### src/kpe_pkg.sv
// ----------------------------------------------------------------------------
// kpe_pkg
// Shared types, codes and helpers of the Kronecker product engine.
// ----------------------------------------------------------------------------
package kpe_pkg;

    // Item function codes
    localparam logic FUNC_LOAD    = 1'b0;
    localparam logic FUNC_COMPUTE = 1'b1;

    // Configuration register indexes
    localparam logic CFG_SIZE_A = 1'b0;
    localparam logic CFG_SIZE_B = 1'b1;

    // Reset values of the size registers
    localparam logic [5:0] SIZE_A_RST = 6'd32;
    localparam logic [4:0] SIZE_B_RST = 5'd16;

    // Field widths
    localparam int VAL_W  = 32;
    localparam int PROD_W = 64;
    localparam int CIDX_W = 9;

    // One read request travelling with its result tags
    typedef struct packed {
        logic                     valid;
        logic [CIDX_W-1:0]        c_row;
        logic [CIDX_W-1:0]        c_col;
        logic                     last;
        logic signed [VAL_W-1:0]  a_value;
    } t_issue;

    // One finished result beat
    typedef struct packed {
        logic [CIDX_W-1:0]        c_row;
        logic [CIDX_W-1:0]        c_col;
        logic signed [PROD_W-1:0] product;
        logic                     last;
    } t_result;

    // Map a size register onto 1..maxv
    function automatic logic [6:0] clamp_size(input logic [6:0] v, input logic [6:0] maxv);
        logic [6:0] r;
        r = v;
        if (v == 7'd0) begin
            r = 7'd1;
        end else if (v > maxv) begin
            r = maxv;
        end
        return r;
    endfunction

endpackage

### src/kpe_seq.sv
// ----------------------------------------------------------------------------
// kpe_seq
// Item decode and read sequencer: writes loads, walks one B row per compute.
// ----------------------------------------------------------------------------
module kpe_seq #(
    parameter int MAX_B = 16,
    parameter int AW    = 8
) (
    input  logic                       i_clk,
    input  logic                       i_rst_n,
    // accepted input beat
    input  logic                       i_accept,
    input  logic                       i_func,
    input  logic signed [31:0]         i_a_value,
    input  logic [4:0]                 i_a_row,
    input  logic [4:0]                 i_a_col,
    input  logic [3:0]                 i_b_row,
    input  logic [3:0]                 i_b_col,
    input  logic signed [31:0]         i_b_value,
    // effective sizes
    input  logic [6:0]                 i_na,
    input  logic [4:0]                 i_nb,
    // downstream space
    input  logic                       i_credit_ok,
    output logic                       o_busy,
    // memory side
    output logic                       o_we,
    output logic [AW-1:0]              o_waddr,
    output logic [kpe_pkg::VAL_W-1:0]  o_wdata,
    output logic                       o_re,
    output logic [AW-1:0]              o_raddr,
    output kpe_pkg::t_issue            o_issue
);

    logic                      r_busy;
    logic [4:0]                r_k;
    logic [3:0]                r_b_row;
    logic [8:0]                r_c_row;
    logic [8:0]                r_c_col_base;
    logic signed [31:0]        r_a_value;

    logic                      n_busy;
    logic [4:0]                n_k;

    logic                      ld_ok;
    logic                      cmp_ok;
    logic                      issue;
    logic                      k_last;
    logic [15:0]               waddr_full;
    logic [15:0]               raddr_full;
    logic [10:0]               c_row_full;
    logic [9:0]                c_col_base_full;
    logic [8:0]                c_col;

    // Range checks against the effective sizes
    assign ld_ok  = i_accept && (i_func == kpe_pkg::FUNC_LOAD)
                 && ({1'b0, i_b_row} < i_nb) && ({1'b0, i_b_col} < i_nb);
    assign cmp_ok = i_accept && (i_func == kpe_pkg::FUNC_COMPUTE)
                 && ({2'b00, i_a_row} < i_na) && ({2'b00, i_a_col} < i_na)
                 && ({1'b0, i_b_row} < i_nb);

    // Load write goes straight to the store; reads never run in the same cycle
    assign waddr_full = 16'(i_b_row) * 16'(MAX_B) + 16'(i_b_col);
    assign o_we       = ld_ok;
    assign o_waddr    = waddr_full[AW-1:0];
    assign o_wdata    = i_b_value;

    // Result indices of the compute item
    assign c_row_full      = 11'(i_a_row) * 11'(i_nb) + 11'(i_b_row);
    assign c_col_base_full = 10'(i_a_col) * 10'(i_nb);

    // One read per cycle while there is room downstream
    assign issue      = r_busy && i_credit_ok;
    assign k_last     = (r_k == (i_nb - 5'd1));
    assign raddr_full = 16'(r_b_row) * 16'(MAX_B) + 16'(r_k);
    assign c_col      = r_c_col_base + 9'(r_k);

    assign o_re    = issue;
    assign o_raddr = raddr_full[AW-1:0];
    assign o_busy  = r_busy;

    always_comb begin
        o_issue         = '0;
        o_issue.valid   = issue;
        o_issue.c_row   = r_c_row;
        o_issue.c_col   = c_col;
        o_issue.last    = k_last;
        o_issue.a_value = r_a_value;
    end

    // Advance the column counter, drop busy after the last read
    always_comb begin
        n_busy = r_busy;
        n_k    = r_k;
        if (cmp_ok) begin
            n_busy = 1'b1;
            n_k    = '0;
        end else if (issue) begin
            n_k = r_k + 5'd1;
            if (k_last) begin
                n_busy = 1'b0;
            end
        end
    end

    always_ff @(posedge i_clk) begin
        if (!i_rst_n) begin
            r_busy <= 1'b0;
            r_k    <= '0;
        end else begin
            r_busy <= n_busy;
            r_k    <= n_k;
        end
    end

    // Hold the item payload for the whole row walk
    always_ff @(posedge i_clk) begin
        if (cmp_ok) begin
            r_b_row      <= i_b_row;
            r_c_row      <= c_row_full[8:0];
            r_c_col_base <= c_col_base_full[8:0];
            r_a_value    <= i_a_value;
        end
    end

endmodule

### config.mk
export PLATFORM = sky130hd
export DESIGN_NAME = kpe_seq
export DESIGN_NICKNAME = d
export VERILOG_FILES = /design/src/kpe_pkg.sv /design/src/kpe_seq.sv
export SDC_FILE = /design/constraint.sdc
export NUM_CORES = 1
export LEC_CHECK = 0
export ABC_AREA = 1
export BUFFER_PORTS_ARGS = -buffer_cell sky130_fd_sc_hd__buf_2
export CORE_UTILIZATION = 29
export DETAILED_ROUTE_END_ITERATION = 6
export PLACE_DENSITY = 0.51
export REMOVE_ABC_BUFFERS = 1
export SLEW_MARGIN = 15
export SYNTH_ARGS = -nofsm -noshare
export SYNTH_HDL_FRONTEND = slang
export SYNTH_SLANG_ARGS = --single-unit
### constraint.sdc
create_clock -name i_clk -period 11.7 [get_ports i_clk]
set_clock_uncertainty 0.1 [all_clocks]
set_input_delay 1.755 -clock i_clk [delete_from_list [all_inputs] [get_ports i_clk]]
set_output_delay 1.755 -clock i_clk [all_outputs]
set_load 0.02 [all_outputs]
* Word-level counts from Yosys, hierarchy flattened
Index checks and enable logic that the tools add are counted.
** Word-level totals
- Bits in writable memories :: 0
- Output and inout port bits :: 103
- Bits in read-only memories :: 0
- Word-level logic and storage cells :: 36
- Latch bits :: 0
- Memories kept :: 0
- Input port bits :: 99
- Register bits after elaboration :: 60
** Operators by class
- $lt $le $gt $ge :: 4
- Divide/modulo/power cells :: 0
- Reductions and logical operators :: 12
- Shifts and indexed selects :: 0
- Eq/ne operators :: 1
- $add $sub $neg :: 6
- Muxes and demuxes :: 3
- Bitwise operators :: 2
- Multipliers :: 2
** Operator list (number)
- $mul A5 B5 Y9 :: 2
- $lt A5 B7 Y1 :: 2
- $lt A4 B5 Y1 :: 2
- $add A9 B4 Y9 :: 1
- $add A9 B5 Y9 :: 1
- $add A8 B4 Y8 :: 1
- $add A8 B5 Y8 :: 1
- $logic_and A1 B1 Y1 :: 8
- $add A5 B1 Y5 const B :: 1
- $eq A5 B5 Y1 :: 1
- $sub A5 B1 Y5 const B :: 1
- $reduce_bool A2 Y1 :: 2
- $mux W1 :: 3
- $not A1 Y1 :: 2
- $reduce_and A2 Y1 :: 1
- $reduce_or A2 Y1 :: 1

* Longest topological paths before layout
- Word-level depth :: 6
- Gate-level depth with buffers :: 16
- Mapped depth without buffers :: 15

* Least setup slack after synthesis
OpenSTA, ideal clock, no wires.
- Path type :: in2out
- Start :: in i_nb[2]
- End :: out o_we
- Stages on the path :: 7
- Required time :: 9.845 ns
- Path buffers :: 0
- Slack :: 6.740 ns
- Data arrival time :: 3.105 ns
- Cell sequence :: inv_1 -> ha_1 -> nand2_1 -> inv_1 -> o21ai_0 -> nand3_1 -> nor4_1
** Between the ends
- Cells in the longest elaborated chain, start to end :: 3
- Elaborated cells between the ends (all ways) :: 4
- Classes of those cells :: order compare (2); reduce/logical (2)
** Ends and longest elaborated chain
- start, declared :: line kpe_seq.sv:22 : input logic [4:0] i_nb,
- $lt A4 B5 Y1 :: line kpe_seq.sv:57 : && ({1'b0, i_b_row} < i_nb) && ({1'b0, i_b_col} < i_nb);
- $logic_and A1 B1 Y1 :: line kpe_seq.sv:57
- $logic_and A1 B1 Y1 (*) :: line kpe_seq.sv:57
- end, declared :: line kpe_seq.sv:27 : output logic o_we,
Every way passes the cells marked *; elsewhere a longest branch is shown, timed or not.

* Final worst setup path
Ends and elaborated chain as after synthesis.

==> summary.md <==
| Metric | Value |
|---|---|
| Status | `completed` |
| Pleak | `3.049 nW` |
| Worst VDD drop | `0.05911 mV` |
| Drc violations | `0` |
| Slew Limit Fails | `0` |
| Gpl congestion | `0.8288` |
| RSZ-0062 raised after global routing | `no` |
| Netlist cell types | `24` |
| CTS tree | `done` |
| FMAX | `188.8 MHz` |
| Sequential area share after synthesis | `37.28%` |
| Clock sinks | `60` |
| Synth Area in XOR/XNOR | `4.874%` |
| Initial Util | `29.52%` |
| Hold_ws | `0.3899 ns` |
| # port buffers | `137` |
| Pwr Density | `129.8 nW/um^2` |
| Synth cell count leaders | `nand2_1 (118), inv_1 (101), ha_1 (58), edfxtp_1 (54), buf_4 (46)` |
| CTS Buf Count | `9` |
| Critical Path Start Type | `input pin` |
| Critical Path Fanout Max | `12` |
| Slowest stage cell, crit path | `nor4_1` |
| Vias in the first global route | `3416` |
| Die Area | `16620 um^2` |
| Crit path max-delay family | `buffers and inverters` |
| Setup_tns | `0 ns` |
| Largest net degree at the start of global routing | `55` |
| Combinational family with the most area after synthesis | `adder cells` |
| Vias per inst | `4.282` |
| Critical path required time | `9.85 ns` |
| Clock slew at reported path FFs | `0.05 ns` |
| First-pass GRT wire length | `17030 um` |
| DRT Pass-1 Iters | `4` |
| Post-Syn Area | `4672 um^2` |
| Worst-margin pin slew | `0.9087 ns` |
| Post-synth EDFFs | `54` |
| Slew headroom | `39.42%` |
| Mapped Avg Cell Area | `9.233 um^2` |
| Final nets | `781` |
| Top cell type's share of synthesized area | `34.71%` |
| Count leader, synth | `nand2_1` |
| Core Region | `15830 um^2` |
| Area leader, netlist | `edfxtp_1` |
| Worst path arrival time | `3.44 ns` |
| Grt total ovfl | `0` |
| Adder-cell share of the synthesized area | `24.53%` |
| Layout overhead on the synthesized area | `18.64%` |
| Critical path type | `input pin to output pin` |
| HPWL Detailed | `8756 um` |
| Worst skew pair latency | `0.32 ns` |
| Mux cell area share after synthesis | `0%` |
| Setup Viol. Count Final | `0` |
| Post-CTS Hold Fix Bufs | `0` |
| Iteration-0 DRC count of the detailed router | `117` |
| Core Rows | `46` |
| Clock root cell | `clkbuf_16` |
| Synth Warn # | `0` |
| Remaining antenna violation count after routing | `0` |
| Clock Path Buffers | `2` |
| Synth Flop Type | `edfxtp_1` |
| Mapped Cells | `506` |
| H-tree depth | `3` |
| Post-synthesis compound-gate area fraction | `3.080%` |
| Initial antenna violation count | `0` |
| Die Wd | `128.9 um` |
| Tot Pwr | `719.3 uW` |
| Io pins | `202` |
| Worst setup EP type | `output pin` |
| CP peak stage delay | `0.38 ns` |
| Post-layout min period | `5.297 ns` |
| Most area-consuming cells after synthesis | `edfxtp_1 (35%), ha_1 (16%), nand2_1 (9.5%), fa_1 (9.0%), inv_1 (8.1%)` |
| Final hold violations | `0` |
| Synthesized flop and latch total | `60` |
| Layout cells sized above 1 | `26.15%` |
| Synth Area in Simple Gates | `14.09%` |
| Fraction of registers with async set/reset | `0%` |
| GR Util All Layers | `13.53%` |
| Buf/Inv on CP | `4` |
| Die height | `128.9 um` |
| Final period util | `45.28%` |
| Post-cts sizing count | `0` |
| CP Cell Sequence | `buf_2 > inv_1 > ha_1 > nand2_1 > inv_1 > o21ai_0 > nand3_1 > nor4_1 > buf_2` |
| Tightest Hold Check Type | `register to register` |
| Avg WL per Cell | `13.19 um` |
| Via count | `3528` |
| Routed wire length | `10870 um` |
| ANT cells | `0` |
| Max-cap violation count | `0` |
| # Post-CTS Setup Buffers | `0` |
[logic make-up after synthesis]
| family | Yosys count |
|---|---|
| XOR/XNOR | 26 |
| AO/OA/AOI/OAI | 24 |
| buffers and inverters | 153 |
| adder cells (fa/ha/maj) | 79 |
| AND/OR/NAND/NOR | 164 |
| flip-flops | 60 |
[placed cells by master, fill, tap and decap left out, types with 2 or more instances in the layout]
| cell type | netlist | final |
|---|---|---|
| ha_1 | 58 | 58 |
| dfxtp_1 | 6 | 6 |
| fa_1 | 21 | 21 |
| inv_1 | 101 | 100 |
| xor2_1 | 21 | 21 |
| nand3_1 | 16 | 16 |
| nand4_1 | 4 | 4 |
| clkbuf_16 | 0 | 9 |
| buf_2 | 0 | 137 |
| o21ai_0 | 4 | 4 |
| clkinv_2 | 0 | 4 |
| nand2_1 | 118 | 118 |
| a21o_1 | 3 | 3 |
| nor2_1 | 21 | 21 |
| xnor2_1 | 5 | 5 |
| a21oi_1 | 13 | 13 |
| nand2_2 | 3 | 3 |
| edfxtp_1 | 54 | 54 |
| nor4_1 | 2 | 2 |
[tightest hold or removal path, stage by stage, from the launching register on]
cell and delay, ns:
dfxtp_1 0.32, nand2_1 0.08, a21oi_2 0.05
[final cells by class]
type,count,area [um^2]
Fill cell,1658,10280
Multi-Input combinational cell,293,2176
Sequential cell,60,1742
Timing Repair Buffer,137,685.7
Inverter,102,384.1
Tap cell,216,270.3
Clock buffer,10,229.0
Clock inverter,6,56.30
[worst paths after layout]
kind                               from     end  slack, ns  cells past startpoint
worst max register to register   r_k[4]  o_busy      10.32                      9
worst min-delay path             o_busy  o_busy       0.39                      2
worst min register to register   o_busy  o_busy       0.39                      2
worst max-delay path            i_nb[2]    o_we       6.40                      9
[report_power, final]
group          internal (mW)  switching [mW]
clock                  0.163          0.0895
combinational         0.0765           0.122
sequential             0.263         0.00561
total                  0.502           0.217
[per-layer routing]
metal  vias to the layer above  global-route usage [%]  share of wire [%]
met4                         2                   4.983                1.4
met3                        11                   5.447                 11
met5                         -                   1.765               0.29
li1                       1739                       -                  -
met2                       158                   20.64                 43
met1                      1618                   17.01                 44
[sequential cells by signal, summed over array words and instances, names as in the netlist]
register and flops:
r_a_value 32, o_busy 1, r_k 5, r_c_row 9, r_c_col_base 9, r_b_row 4
[per-stage QoR]
stage	utilization (%)	cells	setup slack, ns	instance area [um^2]
after global routing	35.02	824	6.221	5543
final	35.02	824	6.403	5543
after floorplan	-	455	6.740	4300
after detailed placement	33.21	808	6.392	5256
after CTS	35.01	824	6.389	5542
after global placement	33.21	808	6.437	5256
Power figures use the tool's default switching activity.
