===== config.mk =====
export PLATFORM = sky130hd
export DESIGN_NAME = kpe_prod
export DESIGN_NICKNAME = d
export VERILOG_FILES = /design/src/kpe_pkg.sv /design/src/kpe_prod.sv
export SDC_FILE = /design/constraint.sdc
export NUM_CORES = 2
export LEC_CHECK = 0
export ABC_AREA = 1
export CELL_PAD_IN_SITES_DETAIL_PLACEMENT = 1
export CELL_PAD_IN_SITES_GLOBAL_PLACEMENT = 2
export CORE_MARGIN = 5
export CORE_UTILIZATION = 46
export CTS_BUF_LIST = sky130_fd_sc_hd__clkbuf_4
export CTS_CLUSTER_DIAMETER = 120
export DETAILED_ROUTE_END_ITERATION = 8
export DONT_BUFFER_PORTS = 1
export GPL_ROUTABILITY_DRIVEN = 0
export PLACE_DENSITY = 0.95
export SYNTH_ARGS = -nofsm -noshare
export SYNTH_HDL_FRONTEND = slang
export SYNTH_SLANG_ARGS = --single-unit

===== constraint.sdc =====
create_clock -name i_clk -period 10.8 [get_ports i_clk]
set_input_delay 0 -clock i_clk [delete_from_list [all_inputs] [get_ports i_clk]]
set_output_delay 0 -clock i_clk [all_outputs]
set_load 0.005 [all_outputs]

===== src/kpe_pkg.sv =====
// ----------------------------------------------------------------------------
// kpe_pkg
// Shared types, codes and helpers of the Kronecker product engine.
// ----------------------------------------------------------------------------
package kpe_pkg;

    // Item function codes
    localparam logic FUNC_LOAD    = 1'b0;
    localparam logic FUNC_COMPUTE = 1'b1;

    // Configuration register indexes
    localparam logic CFG_SIZE_A = 1'b0;
    localparam logic CFG_SIZE_B = 1'b1;

    // Reset values of the size registers
    localparam logic [5:0] SIZE_A_RST = 6'd32;
    localparam logic [4:0] SIZE_B_RST = 5'd16;

    // Field widths
    localparam int VAL_W  = 32;
    localparam int PROD_W = 64;
    localparam int CIDX_W = 9;

    // One read request travelling with its result tags
    typedef struct packed {
        logic                     valid;
        logic [CIDX_W-1:0]        c_row;
        logic [CIDX_W-1:0]        c_col;
        logic                     last;
        logic signed [VAL_W-1:0]  a_value;
    } t_issue;

    // One finished result beat
    typedef struct packed {
        logic [CIDX_W-1:0]        c_row;
        logic [CIDX_W-1:0]        c_col;
        logic signed [PROD_W-1:0] product;
        logic                     last;
    } t_result;

    // Map a size register onto 1..maxv
    function automatic logic [6:0] clamp_size(input logic [6:0] v, input logic [6:0] maxv);
        logic [6:0] r;
        r = v;
        if (v == 7'd0) begin
            r = 7'd1;
        end else if (v > maxv) begin
            r = maxv;
        end
        return r;
    endfunction

endpackage


===== src/kpe_prod.sv =====
// ----------------------------------------------------------------------------
// kpe_prod
// Tag alignment, 32x32 signed multiply and output queue with credit.
// ----------------------------------------------------------------------------
module kpe_prod (
    input  logic                          i_clk,
    input  logic                          i_rst_n,
    input  kpe_pkg::t_issue               i_issue,
    input  logic [kpe_pkg::VAL_W-1:0]     i_rdata,
    output logic                          o_credit_ok,
    output logic                          o_out_valid,
    input  logic                          i_out_stall,
    output logic [8:0]                    o_c_row,
    output logic [8:0]                    o_c_col,
    output logic signed [63:0]            o_product,
    output logic                          o_last
);

    localparam int QD = 4;

    kpe_pkg::t_issue           r_s1;
    logic                      r_s2_valid;
    kpe_pkg::t_result          r_s2;
    kpe_pkg::t_result          r_q [QD];
    logic [1:0]                r_wp;
    logic [1:0]                r_rp;
    logic [2:0]                r_cnt;

    logic signed [63:0]        mul;
    logic                      push;
    logic                      pop;
    logic [2:0]                used;

    // Stage 1: tag lines up with the registered read data
    always_ff @(posedge i_clk) begin
        if (!i_rst_n) begin
            r_s1.valid <= 1'b0;
        end else begin
            r_s1.valid <= i_issue.valid;
        end
        r_s1.c_row   <= i_issue.c_row;
        r_s1.c_col   <= i_issue.c_col;
        r_s1.last    <= i_issue.last;
        r_s1.a_value <= i_issue.a_value;
    end

    // Stage 2: register the product
    assign mul = r_s1.a_value * $signed(i_rdata);

    always_ff @(posedge i_clk) begin
        if (!i_rst_n) begin
            r_s2_valid <= 1'b0;
        end else begin
            r_s2_valid <= r_s1.valid;
        end
        r_s2.c_row   <= r_s1.c_row;
        r_s2.c_col   <= r_s1.c_col;
        r_s2.product <= mul;
        r_s2.last    <= r_s1.last;
    end

    // Output queue; reserve a slot for every beat in flight
    assign push        = r_s2_valid;
    assign pop         = (r_cnt != 3'd0) && !i_out_stall;
    assign used        = r_cnt + 3'(r_s1.valid) + 3'(r_s2_valid);
    assign o_credit_ok = (used < 3'(QD));

    always_ff @(posedge i_clk) begin
        if (!i_rst_n) begin
            r_wp  <= '0;
            r_rp  <= '0;
            r_cnt <= '0;
        end else begin
            if (push) begin
                r_wp <= r_wp + 2'd1;
            end
            if (pop) begin
                r_rp <= r_rp + 2'd1;
            end
            r_cnt <= r_cnt + 3'(push) - 3'(pop);
        end
    end

    always_ff @(posedge i_clk) begin
        if (push) begin
            r_q[r_wp] <= r_s2;
        end
    end

    // Present the queue head
    assign o_out_valid = (r_cnt != 3'd0);
    assign o_c_row     = r_q[r_rp].c_row;
    assign o_c_col     = r_q[r_rp].c_col;
    assign o_product   = r_q[r_rp].product;
    assign o_last      = r_q[r_rp].last;

endmodule


Word-level counts from Yosys, hierarchy flattened
Memories as Yosys holds them, arrays and structs flattened. A register that Yosys moved wholly into a read port is not among the register bits.
Cells that the tools add are included.
{ "word_totals": {"regBits": 143, "ramBits": 332, "input_bits": 87, "output_inout_bits": 85, "elab_cells": 29, "mem_count": 1} }
{ "memory_table": {"columns": ["memory", "depth", "word_bits", "rd", "rd_ports_with_merged_regs", "wr", "line_no", "rtl"], "rows": [
  ["r_q", 4, 83, 1, 1, 1, "kpe_prod.sv:24", "kpe_pkg::t_result r_q [QD];"]
]} }
{ "classes": {"n_addsub": 6, "multipliers": 1, "order_cmp": 1, "mux": 4, "reduce_logical": 3} }
{ "ops": {"columns": ["op", "count"], "rows": [
  ["multiplier 32 x 32 -> 64 bit", 1],
  ["adder 3 x 1 -> 3 bit", 3],
  ["adder 2 x 1 -> 2 bit, second input constant", 2],
  ["two-way mux 2 bit", 2],
  ["less-than comparator 3 bit, second input constant", 1],
  ["nonzero test 3 bit", 1],
  ["subtractor 3 x 1 -> 3 bit", 1],
  ["two-way mux 1 bit", 2],
  ["logical AND 1 bit", 1],
  ["logical NOT 1 bit", 1]
]} }

Logic depth before layout (Yosys ltp)
{ "depth": {"ltp_word": 4, "ltp_mapped": 34, "mapped_depth_nobuf": 33} }

Least setup slack after synthesis
OpenSTA, ideal clock, no wires.
{ "synth_timing": {"kind": "register -> register", "from": "register r_s1[31] (netlist bit)", "to": "register r_s2[59] (netlist bit)", "setup_time_ns": 0.112, "arrival_ns": 6.850, "t_required_ns": 10.688, "slack_ns": 3.838, "stages_incl_launch_ff": 28, "n_path_buf": 1, "synth_period_minus_slack_ns": 6.962, "path_cell_list": "dfxtp_1 -> clkbuf_1 -> nand2_1 -> inv_1 -> fa_1 -> inv_1 -> fa_1 -> inv_1 -> fa_1 -> fa_1 -> inv_1 -> fa_1 -> inv_1 -> fa_1 -> inv_1 -> fa_1 -> inv_1 -> fa_1 -> ha_1 -> a21oi_1 -> nand2_1 -> o21bai_1 -> nand2_1 -> nand2_1 -> a21oi_1 -> nand2_1 -> nand2_1 -> nand2_1"} }
{ "synth_between": {"elab_chain_len": 1} }
{ "synth_rtl": {"columns": ["element", "line_no", "rtl"], "rows": [
  ["from (decl)", "kpe_prod.sv:21", "kpe_pkg::t_issue r_s1;"],
  ["multiplier 32 x 32 -> 64 bit", "kpe_prod.sv:48", "assign mul = r_s1.a_value * $signed(i_rdata);"],
  ["net mul[58]", "kpe_prod.sv:29", "logic signed [63:0] mul;"],
  ["to (decl)", "kpe_prod.sv:23", "kpe_pkg::t_result r_s2;"]
]} }
The timed path passes the listed nets, and every way through them passes these cells.
A chain may end at the register's enable or synchronous reset.

Worst setup path in the final report
{ "layout_timing": {"from": "register r_s1[31] (netlist bit)", "to": "register r_s2[64] (netlist bit)"} }
The elaborated chain is that of the path after synthesis.

==> results by group <==
Clocking
  • Clk Latency, worst-skew pair: approximately 1100 ps
  • Buffers from clock root to sink, at most: 3
  • Post-CTS Setup Repair Bufs: 0
  • Inserted Clock Buffers: around 130
  • Library cell used as clock root buffer: sky130_fd_sc_hd__clkbuf_4
  • Clock tree from TritonCTS: done
  • CTS sink cnt: 477
  • CTS H-Tree Depth: 4
  • Register clock-pin slew on the reported worst setup and hold paths: 80 ps

Routing
  • Detail-routed net length per standard cell: roughly 24 um
  • Via Count: 41300
  • Number of search-and-repair iterations in the first detailed-routing pass: 7
  • Ratio of routed vias to standard cells: approximately 5.3
  • DRC errors left: 0
  • Violation count after the first detailed-routing iteration: 2985
  • Aggregate routed wire length: around 180 mm
  • Antenna-violating nets left: 0

Logic synthesis
  • Register bit total from synthesis: approximately 480
  • Instance count of the mapped netlist: between 6000 and 7000
  • Portion of synthesized cell area occupied by the leading cell type: 0.399
  • Yosys warnings: 0
  • Post-synthesis cell area: approximately 54000 um2
  • Most area-consuming cells after synthesis: sky130_fd_sc_hd__fa_1 40%, sky130_fd_sc_hd__edfxtp_1 18%, sky130_fd_sc_hd__inv_1 12%
  • Post-synth cell types: 38
  • Total nets after synthesis: roughly 7400
  • Post-synthesis cell type with the largest combined area: sky130_fd_sc_hd__fa_1
  • Post-Syn Area per Cell: approximately 9.0 um2
  • Fraction of the yosys area taken by sequential cells: 0.237

Floorplanning
  • Num ports: ~170
  • Starting density of the core: 0.462
  • Placement Rows: around 130
  • Die width: 354 um
  • Die height: ~350 um
  • Die area: approximately 120000 um2
  • Core area: roughly 120000 um2

Layout
  • Area taken by flip-flops and latches: roughly 13000 um2
  • Synth-to-layout area growth: 8.95%
  • Post-route cell area: just under 60000 um2
  • Layout net count: 7505
  • Share of final-layout standard cells stronger than drive strength 1: 0.0540
  • Fillers: ~14000
  • Number of non-filler instances in the completed layout: ~7800
  • Combined area of the multi-input logic cells: between 30000 and 40000 um2

Placed design
  • I/O Buffers: 0
  • Placed Instance Area: 55600 um2
  • Final HPWL DP: between 100 and 150 mm
  • DP Cell Count: 7376

Critical path
  • Master of the slowest instance on the critical path: sky130_fd_sc_hd__fa_1
  • Req. time, crit path: roughly 12000 ps
  • Critical path start-end classification: reg2reg
  • Cells along the critical path: buf_4 -> nand2_1 -> fa_1 -> fa_1 -> fa_1 -> inv_1 -> fa_1 -> inv_1 -> fa_1 -> fa_1 -> fa_1 -> fa_1 -> xor2_1 -> nand2_1 -> nand2_1 -> nand3_1 -> nand2_1 -> nand3_1 -> dlygate4sd3_1 -> nand2_1 -> dlygate4sd3_1 -> nand2_1 -> nand2_1 -> dlygate4sd3_1
  • Slowest cell delay on critical path: 960 ps
  • Most common cell on crit path: sky130_fd_sc_hd__fa_1
  • Element type at the critical path end: flop
  • Largest fanout of any net on the critical path: 32
  • Cell family with most CP delay: adder cells
  • Arrival time worst endpoint: just under 10000 ps
  • Startpoint Class: flop
  • Total buffers and inverters traversed by the critical path: 6

STA
  • Sum of negative setup slack: 0 ps
  • Smallest hold slack: 132 ps
  • Max Clk Rate: 0.113 GHz
  • Setup repair after global routing missed its margin: no
  • Final max-slew violation count: 0
  • Final clock skew: 175 ps
  • Number of endpoints failing setup at the final stage: 0
  • Part of the cycle the worst path needs: 0.821
  • Relative slew slack: 0.233
  • Hold Vio Cnt, Final: 0
  • Slew @ Worst Pin: about 1100 ps
  • Final period demand of the worst path: between 8000 and 9000 ps

Global routing
  • Routing usage on met2: 0.537
  • Most Crowded Layer GR: met2
  • Antenna violations before repair: 13
  • Met3 Track Usage GR: 0.0648
  • Wire length of the first global-routing pass: ~290 mm
  • Global-route total usage across every layer: 0.300
  • Vias in the first global route: slightly below 50000
  • Largest net degree at the start of global routing: approximately 110
  • Met1 track demand over resource: 0.353
  • Total gr overflow: 0

Outcome
  • Result of the run: complete, no violations

Hold path
  • Worst min path class: in2reg

Run
  • Max Cap Viol: 0
-- final timing paths --
check                  start       end  slack [ps]  cells past startpoint
setup / recovery    r_s1[31]  r_s2[64]        1940                     24
hold / removal    i_issue[0]   r_s1[0]         130                      2
setup reg to reg    r_s1[31]  r_s2[64]        1940                     24
hold reg to reg     r_s1[50]  r_s2[82]         260                      0
-- metal layers --
| layer | up-vias | wire length, um |
|---|---|---|
| met1 | 21700 | 69600 |
| met2 | 1528 | 93600 |
| met3 | 482 | 13100 |
| met4 | 18 | 7310 |
| met5 | - | 112 |
| li1 | 17600 | - |
-- cells by family (layout without fill, tap and decap cells) --
kind of cell | after synthesis | count (layout) | share of synthesized area
fa+ha+maj | 1274 | 1274 | 0.443
xor+xnor | 40 | 40 | 0.00645
compound gates | 357 | 357 | 0.0362
other cells | 0 | 4 | 0
flops | 477 | 477 | 0.237
simple gates | 1924 | 1924 | 0.140
buf+inv | 1971 | 2174 | 0.136
-- per-stage QoR --
step / util / setup WS (ps)
detailed placement: 0.473 / 2590
floorplan: - / 3840
global placement: 0.473 / 2810
finish: 0.503 / 1940
CTS: 0.503 / 1930
global route: 0.503 / 1650
-- repair_timing --
item,4_1_cts,5_1_grt
hold buffers,170,0
endpoints found under the hold margin,72,0
gates resized for setup,0,0
-- synthesized netlist by cell type --
master                        n
sky130_fd_sc_hd__xor2_1      33
sky130_fd_sc_hd__o21bai_4     1
sky130_fd_sc_hd__o21bai_2     1
sky130_fd_sc_hd__a21oi_1     62
sky130_fd_sc_hd__a21oi_2      2
sky130_fd_sc_hd__a31oi_1      1
sky130_fd_sc_hd__fa_1      1083
sky130_fd_sc_hd__o21a_1       2
sky130_fd_sc_hd__o21ai_0    186
sky130_fd_sc_hd__buf_2        7
sky130_fd_sc_hd__xnor2_1      7
sky130_fd_sc_hd__nor3_2       6
sky130_fd_sc_hd__nand4_1     19
sky130_fd_sc_hd__inv_1     1720
sky130_fd_sc_hd__o21bai_1    14
sky130_fd_sc_hd__and2_1       3
sky130_fd_sc_hd__nand2_1   1490
sky130_fd_sc_hd__o22ai_1     83
sky130_fd_sc_hd__a21o_1       2
sky130_fd_sc_hd__nor3_4       2
sky130_fd_sc_hd__inv_2        3
sky130_fd_sc_hd__or2_2        7
sky130_fd_sc_hd__dfxtp_1    145
sky130_fd_sc_hd__nand2_4      1
sky130_fd_sc_hd__o21ai_1      2
sky130_fd_sc_hd__clkbuf_1   240
sky130_fd_sc_hd__a21boi_0     1
sky130_fd_sc_hd__nor2_1     273
sky130_fd_sc_hd__ha_1       191
sky130_fd_sc_hd__nor2_2      18
sky130_fd_sc_hd__nand3b_1     3
sky130_fd_sc_hd__nor4_1       1
sky130_fd_sc_hd__clkinv_1     1
sky130_fd_sc_hd__nand2_2     18
sky130_fd_sc_hd__nand3_1     66
sky130_fd_sc_hd__nor3_1       9
sky130_fd_sc_hd__edfxtp_1   332
sky130_fd_sc_hd__nand3_2      8
-- placed cells by master, fill, tap and decap left out, types with 2 or more instances in the layout --
master                          count
sky130_fd_sc_hd__dlygate4sd3_1    170
sky130_fd_sc_hd__buf_4             44
sky130_fd_sc_hd__o21ai_0          186
sky130_fd_sc_hd__nor3_2             6
sky130_fd_sc_hd__nand2_1         1490
sky130_fd_sc_hd__and2_1             3
sky130_fd_sc_hd__a21o_1             2
sky130_fd_sc_hd__inv_1           1714
sky130_fd_sc_hd__nor3_4             2
sky130_fd_sc_hd__dfxtp_1          142
sky130_fd_sc_hd__inv_6              6
sky130_fd_sc_hd__nand3_1           66
sky130_fd_sc_hd__xor2_1            33
sky130_fd_sc_hd__ha_1             191
sky130_fd_sc_hd__nand3b_1           3
sky130_fd_sc_hd__edfxtp_1         332
sky130_fd_sc_hd__bufinv_16          3
sky130_fd_sc_hd__clkbuf_4         195
sky130_fd_sc_hd__clkinv_1          20
sky130_fd_sc_hd__or2_2              7
sky130_fd_sc_hd__fa_1            1083
sky130_fd_sc_hd__nand3_2            8
sky130_fd_sc_hd__a21oi_1           62
sky130_fd_sc_hd__nor3_1             9
sky130_fd_sc_hd__o22ai_1           83
sky130_fd_sc_hd__clkinv_2           9
sky130_fd_sc_hd__a21oi_2            2
sky130_fd_sc_hd__clkinv_8           5
sky130_fd_sc_hd__o21ai_1            2
sky130_fd_sc_hd__o21bai_1          14
sky130_fd_sc_hd__clkinvlp_4         2
sky130_fd_sc_hd__inv_2              3
sky130_fd_sc_hd__dfxtp_2            2
sky130_fd_sc_hd__nor2_1           273
sky130_fd_sc_hd__diode_2            4
sky130_fd_sc_hd__nand2_2           18
sky130_fd_sc_hd__nand4_1           19
sky130_fd_sc_hd__xnor2_1            7
sky130_fd_sc_hd__nor2_2            18
sky130_fd_sc_hd__o21a_1             2
-- state kept, by name, indices dropped and copies added (netlist names), named ones only --
name	cells
r_rp	2
r_s1	52
r_q	332
push	1
r_wp	2
r_s2	83
r_cnt	3
-- cell type report --
cell class | count | area share
Sequential cell | 477 | 0.218
Clock inverter | 41 | 0.00592
Timing Repair Buffer | 214 | 0.0344
Inverter | 1724 | 0.110
Tap cell | 1536 | 0.0325
Multi-Input combinational cell | 3595 | 0.575
Clock buffer | 195 | 0.0248
Antenna cell | 4 | 0.000169
Power is left out: the tool's default activity adds up to more than one toggle a clock period on the data nets, which glitch-free logic cannot reach.
